## src/hw/rtl/ssp_pkg.sv

```systemverilog
`default_nettype none
package ssp_pkg;

  localparam logic [1:0] REG_START_PERIOD = 2'd0;
  localparam logic [1:0] REG_MIN_PERIOD   = 2'd1;
  localparam logic [1:0] REG_RAMP_STEP    = 2'd2;

  localparam logic [15:0] START_PERIOD_RESET = 16'd25500;
  localparam logic [15:0] MIN_PERIOD_RESET   = 16'd2550;
  localparam logic [7:0]  RAMP_STEP_RESET    = 8'd2;

  localparam logic [16:0] RECIP10  = 17'd52429;
  localparam int          SHIFT10  = 19;
  localparam logic [16:0] RECIP100 = 17'd83887;
  localparam int          SHIFT100 = 23;
  localparam logic [16:0] CEIL_BIAS100 = 17'd99;

  localparam longint unsigned Q30_ONE     = 64'd1073741824;
  localparam longint unsigned PI_Q30      = 64'd3373259426;
  localparam longint unsigned HALF_PI_Q30 = 64'd1686629713;
  localparam longint unsigned SINE_SCALE  = 64'd126;

  typedef struct packed {
    logic tick_elapsed;
  } ssp_in_t;

  typedef struct packed {
    logic [7:0]  duty_a;
    logic [7:0]  duty_b;
    logic [7:0]  duty_c;
    logic [7:0]  sine_position;
    logic [12:0] wait_ticks;
    logic        still_ramping;
  } ssp_out_t;

  typedef struct packed {
    logic [1:0]  index;
    logic [15:0] data;
  } ssp_cfg_t;

  typedef struct packed {
    logic [15:0] start_period;
    logic [15:0] min_period;
    logic [7:0]  ramp_step;
  } ssp_regs_t;

  typedef struct packed {
    logic [15:0] period;
    logic        ramping;
    logic [12:0] wait_ticks;
  } ssp_upd_t;

  function automatic logic [7:0] sine_entry(input longint unsigned th_in, input int offset);
    longint unsigned th;
    longint unsigned term;
    longint unsigned pos;
    longint unsigned negsum;
    longint unsigned s;
    longint unsigned lvl;
    longint unsigned v;
    bit neg;
    th = th_in;
    neg = 1'b0;
    if (th >= PI_Q30) begin
      th = th - PI_Q30;
      neg = 1'b1;
    end
    if (th > HALF_PI_Q30) begin
      th = PI_Q30 - th;
    end
    term = th;
    pos = th;
    negsum = 64'd0;
    for (int n = 1; n <= 8; n++) begin
      term = (term * th) >> 30;
      term = (term * th) >> 30;
      case (n)
        1: term = term / 6;
        2: term = term / 20;
        3: term = term / 42;
        4: term = term / 72;
        5: term = term / 110;
        6: term = term / 156;
        7: term = term / 210;
        default: term = term / 272;
      endcase
      if (n % 2 == 1) begin
        negsum = negsum + term;
      end else begin
        pos = pos + term;
      end
    end
    s = (pos > negsum) ? pos - negsum : 64'd0;
    if (s > Q30_ONE) begin
      s = Q30_ONE;
    end
    lvl = neg ? (Q30_ONE - s) : (Q30_ONE + s);
    v = 64'(offset) + ((lvl * SINE_SCALE) >> 30);
    return (v > 64'd255) ? 8'd255 : v[7:0];
  endfunction

  function automatic logic [7:0] sat_sub(input logic [7:0] v, input logic [9:0] cut);
    return ({2'b00, v} > cut) ? 8'({2'b00, v} - cut) : 8'd0;
  endfunction

endpackage
`default_nettype wire

```

## src/hw/rtl/ssp_stream_if.sv

```systemverilog
`default_nettype none
interface ssp_stream_if #(parameter type payload_t = logic [0:0]) ();
  logic     valid;
  logic     ready;
  payload_t payload;

  modport source(output valid, output payload, input ready);
  modport sink(input valid, input payload, output ready);
endinterface
`default_nettype wire

```

## src/hw/rtl/ssp_step.sv

```systemverilog
`default_nettype none
module ssp_step #(
  parameter int TABLE_POINTS = 256,
  parameter int IDX_W = 8
) (
  input  wire logic              clk,
  input  wire logic              rst_n,
  input  wire logic              en,
  input  wire logic              tick_valid,
  input  wire ssp_pkg::ssp_regs_t regs,
  input  wire logic              start_load,
  input  wire logic [15:0]       start_value,
  output logic                   upd_valid_r,
  output logic [IDX_W-1:0]       pos_r,
  output ssp_pkg::ssp_upd_t      upd_r
);
  import ssp_pkg::*;

  logic [IDX_W-1:0] phase_r;
  logic [IDX_W-1:0] phase_nxt;
  logic [15:0]      period_r;
  logic [15:0]      period_nxt;
  logic [12:0]      countdown_r;
  logic [12:0]      countdown_nxt;
  logic [16:0]      diff;
  logic [33:0]      prod;
  logic             fire;

  assign fire = tick_valid && (countdown_r == '0);

  always_comb begin
    diff = {1'b0, period_r} - {9'b0, regs.ramp_step};
    if (diff[16] || (diff[15:0] < regs.min_period)) begin
      period_nxt = regs.min_period;
    end else begin
      period_nxt = diff[15:0];
    end
    prod = {18'b0, period_nxt} * {17'b0, RECIP10};
    phase_nxt = (phase_r == IDX_W'(TABLE_POINTS - 1)) ? '0 : phase_r + 1'b1;
    if (fire) begin
      countdown_nxt = prod[SHIFT10 +: 13];
    end else if (tick_valid) begin
      countdown_nxt = countdown_r - 13'd1;
    end else begin
      countdown_nxt = countdown_r;
    end
  end

  always_ff @(posedge clk) begin
    if (!rst_n) begin
      phase_r     <= '0;
      period_r    <= START_PERIOD_RESET;
      countdown_r <= '0;
      upd_valid_r <= 1'b0;
    end else if (start_load) begin
      period_r <= start_value;
    end else if (en) begin
      upd_valid_r <= fire;
      countdown_r <= countdown_nxt;
      if (fire) begin
        period_r <= period_nxt;
        phase_r  <= phase_nxt;
      end
    end
  end

  always_ff @(posedge clk) begin
    if (en && fire) begin
      pos_r            <= phase_r;
      upd_r.period     <= period_nxt;
      upd_r.ramping    <= (period_nxt > regs.min_period);
      upd_r.wait_ticks <= prod[SHIFT10 +: 13];
    end
  end

endmodule
`default_nettype wire

```

## src/hw/rtl/ssp_duty.sv

```systemverilog
`default_nettype none
module ssp_duty #(
  parameter int TABLE_POINTS = 256,
  parameter int AMPLITUDE_OFFSET = 3,
  parameter int IDX_W = 8
) (
  input  wire logic [IDX_W-1:0]  pos,
  input  wire ssp_pkg::ssp_upd_t upd,
  output ssp_pkg::ssp_out_t      res
);
  import ssp_pkg::*;

  localparam int THIRD = TABLE_POINTS / 3;
  localparam int OFF_B = TABLE_POINTS - 2 * THIRD;
  localparam int OFF_C = TABLE_POINTS - THIRD;
  localparam int IW1 = IDX_W + 1;

  logic [7:0]     rom_w [TABLE_POINTS];
  logic [IDX_W:0] sum_b;
  logic [IDX_W:0] sum_c;
  logic [IDX_W:0] idx_b_w;
  logic [IDX_W:0] idx_c_w;
  logic [16:0]    biased;
  logic [33:0]    prod;
  logic [9:0]     cut;

  for (genvar k = 0; k < TABLE_POINTS; k++) begin : g_rom
    localparam longint unsigned TH =
      (64'd628 * 64'(k) * Q30_ONE) / (64'd100 * 64'(TABLE_POINTS));
    assign rom_w[k] = sine_entry(TH, AMPLITUDE_OFFSET);
  end

  always_comb begin
    sum_b = {1'b0, pos} + IW1'(OFF_B);
    sum_c = {1'b0, pos} + IW1'(OFF_C);
    idx_b_w = (sum_b >= IW1'(TABLE_POINTS)) ? sum_b - IW1'(TABLE_POINTS) : sum_b;
    idx_c_w = (sum_c >= IW1'(TABLE_POINTS)) ? sum_c - IW1'(TABLE_POINTS) : sum_c;
    biased = {1'b0, upd.period} + CEIL_BIAS100;
    prod = {17'b0, biased} * {17'b0, RECIP100};
    cut = upd.ramping ? prod[SHIFT100 +: 10] : 10'd0;
    res.duty_a        = sat_sub(rom_w[pos], cut);
    res.duty_b        = sat_sub(rom_w[idx_b_w[IDX_W-1:0]], cut);
    res.duty_c        = sat_sub(rom_w[idx_c_w[IDX_W-1:0]], cut);
    res.sine_position = 8'(pos);
    res.wait_ticks    = upd.wait_ticks;
    res.still_ramping = upd.ramping;
  end

endmodule
`default_nettype wire

```

## src/hw/rtl/three_phase_sine_pwm_softstart_unit.sv

```systemverilog
`default_nettype none
// Three-phase sine duty generator with soft start. Each input request is one timer tick
// (tick_elapsed = 1) or a no-op (0). A tick that finds the step timer expired lowers the
// step period by the ramp step (floored at the minimum, in tenths of a tick), reloads the
// timer with period/10 and yields one result: three duties 120 degrees apart read from a
// sine table built at elaboration, each reduced by ceil(period/100) while still ramping.
// One request is taken every clock while in_req.ready is high; each accepted request passes
// the input register, state-update register and output register. in_req.ready falls
// only while a finished result waits at the output. The configuration port is always ready
// and should be written only while idle; writing the start period restarts the ramp.
module three_phase_sine_pwm_softstart_unit #(
  parameter int TABLE_POINTS = 256,
  parameter int AMPLITUDE_OFFSET = 3
) (
  input wire logic   clk,
  input wire logic   rst_n,
  ssp_stream_if.sink   in_req,
  ssp_stream_if.source out_res,
  ssp_stream_if.sink   cfg_wr
);
  import ssp_pkg::*;

  localparam int IDX_W = $clog2(TABLE_POINTS);

  logic              en;
  logic              in_valid_r;
  logic              tick_r;
  logic              cfg_fire;
  logic              start_load;
  ssp_regs_t         regs_r;
  logic              upd_valid_r;
  logic [IDX_W-1:0]  pos_r;
  ssp_upd_t          upd_r;
  ssp_out_t          res;
  logic              out_valid_r;
  ssp_out_t          out_data_r;

  assign en = !out_valid_r || out_res.ready;
  assign in_req.ready = en;
  assign cfg_wr.ready = 1'b1;
  assign cfg_fire = cfg_wr.valid;
  assign start_load = cfg_fire && (cfg_wr.payload.index == REG_START_PERIOD);

  always_ff @(posedge clk) begin
    if (!rst_n) begin
      regs_r.start_period <= START_PERIOD_RESET;
      regs_r.min_period   <= MIN_PERIOD_RESET;
      regs_r.ramp_step    <= RAMP_STEP_RESET;
    end else if (cfg_fire) begin
      case (cfg_wr.payload.index)
        REG_START_PERIOD: regs_r.start_period <= cfg_wr.payload.data;
        REG_MIN_PERIOD:   regs_r.min_period   <= cfg_wr.payload.data;
        REG_RAMP_STEP:    regs_r.ramp_step    <= cfg_wr.payload.data[7:0];
        default: ;
      endcase
    end
  end

  always_ff @(posedge clk) begin
    if (!rst_n) begin
      in_valid_r <= 1'b0;
    end else if (en) begin
      in_valid_r <= in_req.valid;
    end
  end

  always_ff @(posedge clk) begin
    if (en) begin
      tick_r <= in_req.payload.tick_elapsed;
    end
  end

  ssp_step #(
    .TABLE_POINTS(TABLE_POINTS),
    .IDX_W(IDX_W)
  ) u_step (
    .clk(clk),
    .rst_n(rst_n),
    .en(en),
    .tick_valid(in_valid_r && tick_r),
    .regs(regs_r),
    .start_load(start_load),
    .start_value(cfg_wr.payload.data),
    .upd_valid_r(upd_valid_r),
    .pos_r(pos_r),
    .upd_r(upd_r)
  );

  ssp_duty #(
    .TABLE_POINTS(TABLE_POINTS),
    .AMPLITUDE_OFFSET(AMPLITUDE_OFFSET),
    .IDX_W(IDX_W)
  ) u_duty (
    .pos(pos_r),
    .upd(upd_r),
    .res(res)
  );

  always_ff @(posedge clk) begin
    if (!rst_n) begin
      out_valid_r <= 1'b0;
    end else if (en) begin
      out_valid_r <= upd_valid_r;
    end
  end

  always_ff @(posedge clk) begin
    if (en && upd_valid_r) begin
      out_data_r <= res;
    end
  end

  assign out_res.valid   = out_valid_r;
  assign out_res.payload = out_data_r;

endmodule
`default_nettype wire

```

## src/flat_wrapper.sv

```systemverilog
// flat-port wrapper written by rule: the top's interface ports become plain ports
module three_phase_sine_pwm_softstart_unit_flat import ssp_pkg::*;
#(
  parameter int TABLE_POINTS = 256,
  parameter int AMPLITUDE_OFFSET = 3
)
  (clk, rst_n, in_req_valid, in_req_payload, in_req_ready, out_res_valid, out_res_payload, out_res_ready, cfg_wr_valid, cfg_wr_payload, cfg_wr_ready);
  ssp_stream_if #(.payload_t(ssp_in_t)) in_req_i ();
  ssp_stream_if #(.payload_t(ssp_out_t)) out_res_i ();
  ssp_stream_if #(.payload_t(ssp_cfg_t)) cfg_wr_i ();
  input wire logic clk;
  input wire logic rst_n;
  input wire logic [$bits(in_req_i.valid)-1:0] in_req_valid;
  input wire logic [$bits(in_req_i.payload)-1:0] in_req_payload;
  output wire logic [$bits(in_req_i.ready)-1:0] in_req_ready;
  output wire logic [$bits(out_res_i.valid)-1:0] out_res_valid;
  output wire logic [$bits(out_res_i.payload)-1:0] out_res_payload;
  input wire logic [$bits(out_res_i.ready)-1:0] out_res_ready;
  input wire logic [$bits(cfg_wr_i.valid)-1:0] cfg_wr_valid;
  input wire logic [$bits(cfg_wr_i.payload)-1:0] cfg_wr_payload;
  output wire logic [$bits(cfg_wr_i.ready)-1:0] cfg_wr_ready;
  assign in_req_i.valid = in_req_valid;
  assign in_req_i.payload = in_req_payload;
  assign in_req_ready = in_req_i.ready;
  assign out_res_valid = out_res_i.valid;
  assign out_res_payload = out_res_i.payload;
  assign out_res_i.ready = out_res_ready;
  assign cfg_wr_i.valid = cfg_wr_valid;
  assign cfg_wr_i.payload = cfg_wr_payload;
  assign cfg_wr_ready = cfg_wr_i.ready;
  three_phase_sine_pwm_softstart_unit #(.TABLE_POINTS(TABLE_POINTS), .AMPLITUDE_OFFSET(AMPLITUDE_OFFSET)) u_core (.clk(clk), .rst_n(rst_n), .in_req(in_req_i), .out_res(out_res_i), .cfg_wr(cfg_wr_i));
endmodule
```

## config.mk

```make
export PLATFORM = sky130hd
export DESIGN_NAME = three_phase_sine_pwm_softstart_unit_flat
export DESIGN_NICKNAME = d
export VERILOG_FILES = /design/src/hw/rtl/ssp_pkg.sv /design/src/hw/rtl/ssp_stream_if.sv /design/src/hw/rtl/ssp_step.sv /design/src/hw/rtl/ssp_duty.sv /design/src/hw/rtl/three_phase_sine_pwm_softstart_unit.sv /design/src/flat_wrapper.sv
export SDC_FILE = /design/constraint.sdc
export NUM_CORES = 1
export LEC_CHECK = 0
export ABC_CLOCK_PERIOD_IN_PS = 15600
export BUFFER_PORTS_ARGS = -buffer_cell sky130_fd_sc_hd__buf_4
export CAP_MARGIN = 20
export CORE_ASPECT_RATIO = 0.7
export CORE_UTILIZATION = 54
export DETAILED_ROUTE_END_ITERATION = 12
export GPL_ROUTABILITY_DRIVEN = 0
export PLACE_DENSITY = 0.77
export SYNTH_ARGS = -nofsm -noshare
export SYNTH_HDL_FRONTEND = slang
export SYNTH_SLANG_ARGS = --single-unit
export TNS_END_PERCENT = 30
```

## constraint.sdc

```tcl
create_clock -name clk -period 15.6 [get_ports clk]
set_input_delay 2.34 -clock clk [delete_from_list [all_inputs] [get_ports clk]]
set_output_delay 2.34 -clock clk [all_outputs]
set_load 0.005 [all_outputs]
```

---- Yosys cells after proc, flatten, opt, wreduce, memory -nomap -nowiden ----
Memory sizes are Yosys's and may differ from the RTL's.
Cells that the tools add are included.
W data, S select, Z words.
word-level totals
  register bits ........................... 149
  latch bits .............................. 0
  bits in writable memories ............... 0
  memory bits (read-only) ................. 6144
  input bits .............................. 24
  output and inout bits ................... 49
  word-level logic and storage cells ...... 87
  memories kept ........................... 3
operators by class
  $add $sub $neg .......................... 11
  multipliers ............................. 2
  div/mod/pow operators ................... 0
  magnitude comparators ................... 10
  equality and inequality tests ........... 3
  shift operators ......................... 0
  mux-type cells .......................... 16
  bitwise logic cells ..................... 4
  reductions and logical operators ........ 19
memory list
  memory           words  width  rd ports  clocked after memory_dff  wr ports  line            text
  (no name shown)  256    8      1         0                         0         ssp_duty.sv:43  res.duty_c = sat_sub(rom_w[idx_c_w[IDX_W-1:0]], cut);
  (no name shown)  256    8      1         0                         0         ssp_duty.sv:42  res.duty_b = sat_sub(rom_w[idx_b_w[IDX_W-1:0]], cut);
  (no name shown)  256    8      1         0                         0         ssp_duty.sv:41  res.duty_a = sat_sub(rom_w[pos], cut);
operator list
  operator                  count
  $mux W8                   9
  $mux W16                  4
  $ge A9 B9 Y1 const B      5
  $mul A17 B17 Y33 const B  1
  $mul A16 B16 Y32 const B  1
  $gt A8 B10 Y1             3
  $not A8 Y9                3
  $mux W13                  2
  $sub A8 B8 Y8             3
  $add A16 B7 Y17 const B   1
  $sub A16 B8 Y17           1
  $gt A16 B16 Y1            1
  $lt A16 B16 Y1            1
  $sub A8 B1 Y8 const B     2
  $logic_not A13 Y1         1
  $sub A13 B1 Y13 const B   1
  $mux W10                  1
  $add A8 B7 Y9 const B     1
  $add A8 B8 Y9 const B     1
  $add A8 B1 Y8 const B     1
  $eq A8 B8 Y1 const B      1
  $reduce_and A2 Y1         4
  $reduce_and A3 Y1         2
  $reduce_bool A2 Y1        3
  other kinds (7)           12

---- Logic depth before layout (Yosys ltp) ----
  depth in word-level cells ............... 8
  gate-level depth with buffers ........... 45
  mapped depth without buffers ............ 43

---- Hierarchy ----
A second synthesis with hierarchy kept.
unflattened totals
  cell total of the unflattened synthesis .. 3156
  area total of the unflattened synthesis .. 26004.9 um2
modules (own cells, without submodules)
  module                               instances  cells an instance  area each (um2)  sequential area each (um2)
  ssp_duty                             1          1858               13479.2          0.0
  ssp_step                             1          1070               9537.9           1901.8
  three_phase_sine_pwm_softstart_unit  1          228                2987.9           2252.2

---- Worst setup path after synthesis ----
OpenSTA, ideal clock, no wires.
  kind .................................... register to register
  start ................................... register u_core.regs_r[1] (netlist bit)
  end ..................................... register u_core.u_step.countdown_r[6]
  setup time .............................. 79 ps
  arrival ................................. 9662 ps
  required time ........................... 15521 ps
  path slack .............................. 5860 ps
  cell stages (with the launch flop) ...... 45
  path buffers ............................ 3
  period minus slack after synthesis ...... 9740 ps
  cell sequence ........................... dfxtp_1 -> inv_1 -> ha_1 -> nor2b_1 -> o21ai_0 -> a21boi_0 -> o21ai_0 -> a21boi_0 -> o21a_1 -> o21ai_0 -> or3b_2 -> xnor2_1 -> ha_1 -> a21oi_1 -> o21ai_0 -> a211o_1 -> nand2_1 -> clkbuf_1 -> [9 not listed] -> inv_1 -> fa_1 -> fa_1 -> inv_1 -> fa_1 -> inv_1 -> ha_1 -> a21o_1 -> a21o_1 -> a221oi_1 -> nand2b_1 -> a21oi_1 -> a211oi_1 -> a21boi_1 -> o21ai_1 -> a21boi_1 -> or4_1 -> o211ai_1
on the way
  cells in the longest elaborated chain, start to end .. 6
RTL lines
  item                              line                                       text
  start, declared                   three_phase_sine_pwm_softstart_unit.sv:30  ssp_regs_t regs_r;
  $sub A16 B8 Y17 *                 ssp_step.sv:32                             diff = {1'b0, period_r} - {9'b0, regs.ramp_step};
  $lt A16 B16 Y1                    ssp_step.sv:33                             if (diff[16] || (diff[15:0] < regs.min_period)) begin
  $logic_or A1 B1 Y1                ssp_step.sv:33
  $mux W16 *                        ssp_step.sv:33
  net u_core.u_step.period_nxt[13]  ssp_step.sv:22                             logic [15:0] period_nxt;
  $mul A16 B16 Y32 *                ssp_step.sv:38                             prod = {18'b0, period_nxt} * {17'b0, RECIP10};
  $mux W13 *                        ssp_step.sv:40                             if (fire) begin
  end signal, assigned              ssp_step.sv:59                             countdown_r <= countdown_nxt;
  end, declared                     ssp_step.sv:23                             logic [12:0] countdown_r;
Mark *: on every way through the listed nets, which the timed path passes. The rest lies on a longest branch.
A chain may end at the register's enable or synchronous reset.

---- Worst setup path after layout ----
Ends and elaborated chain as after synthesis.

==> impl_metrics.xml <==
<?xml version="1.0" encoding="UTF-8"?>
<metrics>
  <group name="outcome">
    <metric name="run_status" unit="">finished with violations</metric>
    <metric name="failed_checks" unit="">design-rule violations</metric>
  </group>
  <group name="worst_setup_path">
    <metric name="critical-path-slowest-cell" unit="">sky130_fd_sc_hd__mux2i_1</metric>
    <metric name="crit_buf_inv" unit="">4</metric>
    <metric name="arrival" unit="ns">11.88</metric>
    <metric name="path_common_cell" unit="">sky130_fd_sc_hd__ha_1</metric>
    <metric name="crit_type" unit="">register to register</metric>
    <metric name="critical_path.startpoint" unit="">u_core.regs_r[1]$_SDFFE_PN1P_</metric>
    <metric name="crit_path_end_kind" unit="">register</metric>
    <metric name="path_depth" unit="">38</metric>
    <metric name="worstPathMaxFanout" unit="">29</metric>
    <metric name="critical_path.startpoint_type" unit="">register</metric>
    <metric name="r2r_cells" unit="">38</metric>
    <metric name="crit_required" unit="ns">15.99</metric>
    <metric name="crit-reg2reg-launch" unit="">u_core.regs_r[1]$_SDFFE_PN1P_</metric>
    <metric name="worst_path_dominant_cell_family" unit="">compound AO/OA/AOI/OAI gates</metric>
    <metric name="timing.critical_path.slowest_cell_delay" unit="ns">0.84</metric>
  </group>
  <group name="drt">
    <metric name="first_iter_violations" unit="">2859</metric>
    <metric name="route.detailed.drc" unit="">1</metric>
    <metric name="postRouteAntennaNets" unit="">0</metric>
    <metric name="via_count" unit="">20770</metric>
    <metric name="dr.pass1.iters" unit="">12</metric>
    <metric name="routed_wire_length" unit="mm">66.6</metric>
    <metric name="average_vias_per_placed_instance" unit="">6.29</metric>
    <metric name="drt-wirelength-per-cell" unit="um">20.2</metric>
  </group>
  <group name="finish">
    <metric name="stdcell_count" unit="">3301</metric>
    <metric name="design.final.nets" unit="">3329</metric>
    <metric name="mostFrequentLayoutCell" unit="">sky130_fd_sc_hd__inv_1</metric>
    <metric name="areaGrowthSynthToFinish" unit="%">7.31</metric>
    <metric name="post_route_cells_drive_above_1_share" unit="">0.0728</metric>
    <metric name="diodes" unit="">0</metric>
    <metric name="mostFrequentLayoutCells" unit="">sky130_fd_sc_hd__inv_1 (400), sky130_fd_sc_hd__ha_1 (363), sky130_fd_sc_hd__nand2_1 (212)</metric>
  </group>
  <group name="floorplan">
    <metric name="boundaryPins" unit="">73</metric>
    <metric name="die_h" unit="um">176</metric>
    <metric name="floorplan.initialDensity" unit="">0.551</metric>
    <metric name="rows" unit="">63</metric>
    <metric name="die_area" unit="sq um">44300</metric>
    <metric name="core" unit="sq um">42600</metric>
    <metric name="dieWidth" unit="um">251</metric>
  </group>
  <group name="timing">
    <metric name="finalHoldViolCount" unit="">0</metric>
    <metric name="setup_violations_final" unit="">0</metric>
    <metric name="min_period_over_period" unit="">0.737</metric>
    <metric name="final.setup_skew" unit="ns">0.0131</metric>
    <metric name="fmax" unit="MHz">87.0</metric>
    <metric name="final.setup.worst_slack" unit="ns">4.11</metric>
    <metric name="report.final.slew_viol_count" unit="">0</metric>
    <metric name="tns" unit="ns">0</metric>
    <metric name="worst_slew_margin_rel" unit="">0.246</metric>
    <metric name="unrepaired_setup_endpoints_after_global_routing" unit="">false</metric>
    <metric name="timing_worst_slew_pin_value" unit="ns">1.13</metric>
    <metric name="minimum_clock_period_after_layout" unit="ns">11.49</metric>
  </group>
  <group name="synth">
    <metric name="synthMuxAreaShare" unit="">0.0192</metric>
    <metric name="synth_area_per_cell" unit="sq um">8.55</metric>
    <metric name="synthSimpleGateAreaFrac" unit="">0.123</metric>
    <metric name="ys.flop_type" unit="">sky130_fd_sc_hd__edfxtp_1</metric>
    <metric name="synth_xor_xnor_area_share" unit="">0.0433</metric>
    <metric name="syn-num-nets" unit="">3338</metric>
    <metric name="area_fraction_in_compound_gates_after_synthesis" unit="">0.194</metric>
    <metric name="synth.ff_latch_count" unit="">149</metric>
    <metric name="synth.yosys.seq_area_share" unit="">0.163</metric>
    <metric name="yosysUniqueCellTypes" unit="">83</metric>
    <metric name="netlist_instances" unit="">2745</metric>
    <metric name="mappedNetlistArea" unit="sq um">23500</metric>
    <metric name="yosys.area_share.adder" unit="">0.369</metric>
    <metric name="synth_enable_flop_cells" unit="">85</metric>
    <metric name="combinational_family_with_the_most_area_after_synthesis" unit="">adder cells</metric>
    <metric name="yosysWarningCount" unit="">0</metric>
    <metric name="synthArstFlopShare" unit="">0</metric>
  </group>
  <group name="cts">
    <metric name="cts_max_path_buffers" unit="">2</metric>
    <metric name="clkSlewWorstSetupHoldPaths" unit="ns">0.07</metric>
    <metric name="post-cts-setup-buffers" unit="">0</metric>
    <metric name="clock-sinks" unit="">149</metric>
    <metric name="post_cts_resize_count" unit="">0</metric>
    <metric name="clk-insertion-delay-late" unit="ns">0.46</metric>
    <metric name="postCtsHoldBufs" unit="">0</metric>
    <metric name="htree_levels" unit="">4</metric>
    <metric name="tritoncts" unit="">built</metric>
    <metric name="clockRootBuffer" unit="">sky130_fd_sc_hd__clkbuf_16</metric>
    <metric name="cts_inserted_buffers" unit="">17</metric>
  </group>
  <group name="grt">
    <metric name="grt_antenna_before_repair" unit="">0</metric>
    <metric name="overflow" unit="">0</metric>
    <metric name="grt_pass1_wl" unit="mm">108</metric>
    <metric name="grt_start_max_net_pins" unit="">65</metric>
    <metric name="grt_pass1_vias" unit="">20353</metric>
    <metric name="globalRouteTotalUtil" unit="">0.308</metric>
  </group>
  <group name="place">
    <metric name="dpl_worst_slack" unit="ns">4.43</metric>
    <metric name="port_buffers" unit="">71</metric>
    <metric name="dp.final_hpwl" unit="mm">51.7</metric>
    <metric name="place_inst" unit="">3268</metric>
  </group>
  <group name="hold_path">
    <metric name="hp-start" unit="">u_core.u_step.upd_r[0]$_DFFE_PP_</metric>
    <metric name="hold_wc_path_type" unit="">register to register</metric>
    <metric name="worst_hold_path_cell_count" unit="">0</metric>
  </group>
  <group name="run">
    <metric name="timing.max_cap.violations" unit="">0</metric>
  </group>
</metrics>
layout make-up:
type | instances | area [sq um]
Tap cell | 552 | 691
Multi-Input combinational cell | 2046 | 17700
Timing Repair Buffer | 114 | 853
Inverter | 408 | 1530
Clock inverter | 14 | 163
Sequential cell | 149 | 3830
Clock buffer | 18 | 450
Fill cell | 3637 | 17400
worst paths after layout:
path | to | slack (ns)
worst min-delay path | u_core.out_res.payload[1]$_DFFE_PP_ | 0.43
worst min register to register | u_core.out_res.payload[1]$_DFFE_PP_ | 0.43
worst max-delay path | u_core.u_step.countdown_r[6]$_SDFFE_PN0P_ | 4.11
worst max register to register | u_core.u_step.countdown_r[6]$_SDFFE_PN0P_ | 4.11
logic make-up (layout without fill, tap and decap cells):
kind of cell / count (synthesis) / after routing
other cells: 1 / 1
flops: 149 / 149
compound gates: 706 / 706
buf+inv: 550 / 554
simple gates: 622 / 622
mux: 32 / 32
xor+xnor: 116 / 116
fa+ha+maj: 569 / 569
metrics by stage:
| stage | utilization | cell area, sq um | hold WS (ns) |
|---|---|---|---|
| 2_1_floorplan | - | 23500 | 0.400 |
| 3_3_place_gp | 0.577 | 24600 | 0.416 |
| 3_5_place_dp | 0.577 | 24600 | 0.407 |
| 4_1_cts | 0.592 | 25200 | 0.434 |
| 5_1_grt | 0.592 | 25200 | 0.448 |
| 6_report | 0.592 | 25200 | 0.429 |
sequential cells by signal, summed over array words and instances, names as in the netlist:
register / count
u_core.u_step.upd_r: 30
u_core.out_res.payload: 46
u_core.u_step.countdown_r: 13
u_core.u_step.period_r: 16
u_core.regs_r: 24
u_core.u_step.upd_valid_r: 1
u_core.out_res.valid: 1
u_core.in_valid_r: 1
u_core.u_step.pos_r: 8
u_core.u_step.phase_r: 8
u_core.tick_r: 1
synth_stat cells, types with 11 or more instances:
master                       n  area [sq um]
sky130_fd_sc_hd__edfxtp_1   85          2550
sky130_fd_sc_hd__ha_1      364          4550
sky130_fd_sc_hd__clkbuf_1  125           469
sky130_fd_sc_hd__and3_1     40           250
sky130_fd_sc_hd__inv_1     400          1500
sky130_fd_sc_hd__or3_1      14          87.6
sky130_fd_sc_hd__nor2_1    192           721
sky130_fd_sc_hd__fa_1      205          4100
sky130_fd_sc_hd__o211ai_1   56           420
sky130_fd_sc_hd__dfxtp_1    64          1280
sky130_fd_sc_hd__a21oi_1   179           896
sky130_fd_sc_hd__a31oi_1    34           213
sky130_fd_sc_hd__nand4_1    21           131
sky130_fd_sc_hd__o22ai_1    17           106
sky130_fd_sc_hd__o21a_1     21           158
sky130_fd_sc_hd__nor3_1     28           140
sky130_fd_sc_hd__nor2b_1    15          93.8
sky130_fd_sc_hd__o311ai_0   13           114
sky130_fd_sc_hd__nand2_1   212           796
sky130_fd_sc_hd__mux2i_1    17           170
sky130_fd_sc_hd__a221oi_1   18           158
sky130_fd_sc_hd__buf_1      15          56.3
sky130_fd_sc_hd__xor2_1     52           455
sky130_fd_sc_hd__o21ai_0   165           826
sky130_fd_sc_hd__a21o_1     38           285
sky130_fd_sc_hd__nand3_1    28           140
sky130_fd_sc_hd__xnor2_1    64           561
sky130_fd_sc_hd__a211oi_1   42           315
sky130_fd_sc_hd__nand2b_1   12          75.1
sky130_fd_sc_hd__o31ai_1    11          82.6
metal layers:
| metal | vias to the layer above | share of wire | GRT usage |
|---|---|---|---|
| li1 | 9525 | - | - |
| met1 | 9919 | 0.43 | 0.437 |
| met2 | 1172 | 0.42 | 0.458 |
| met3 | 154 | 0.13 | 0.0865 |
| met4 | 0 | 0.025 | 0.0856 |
| met5 | - | 0 | 0 |
Power is left out: the tool's default activity adds up to more than one toggle a clock period on the data nets, which glitch-free logic cannot reach.
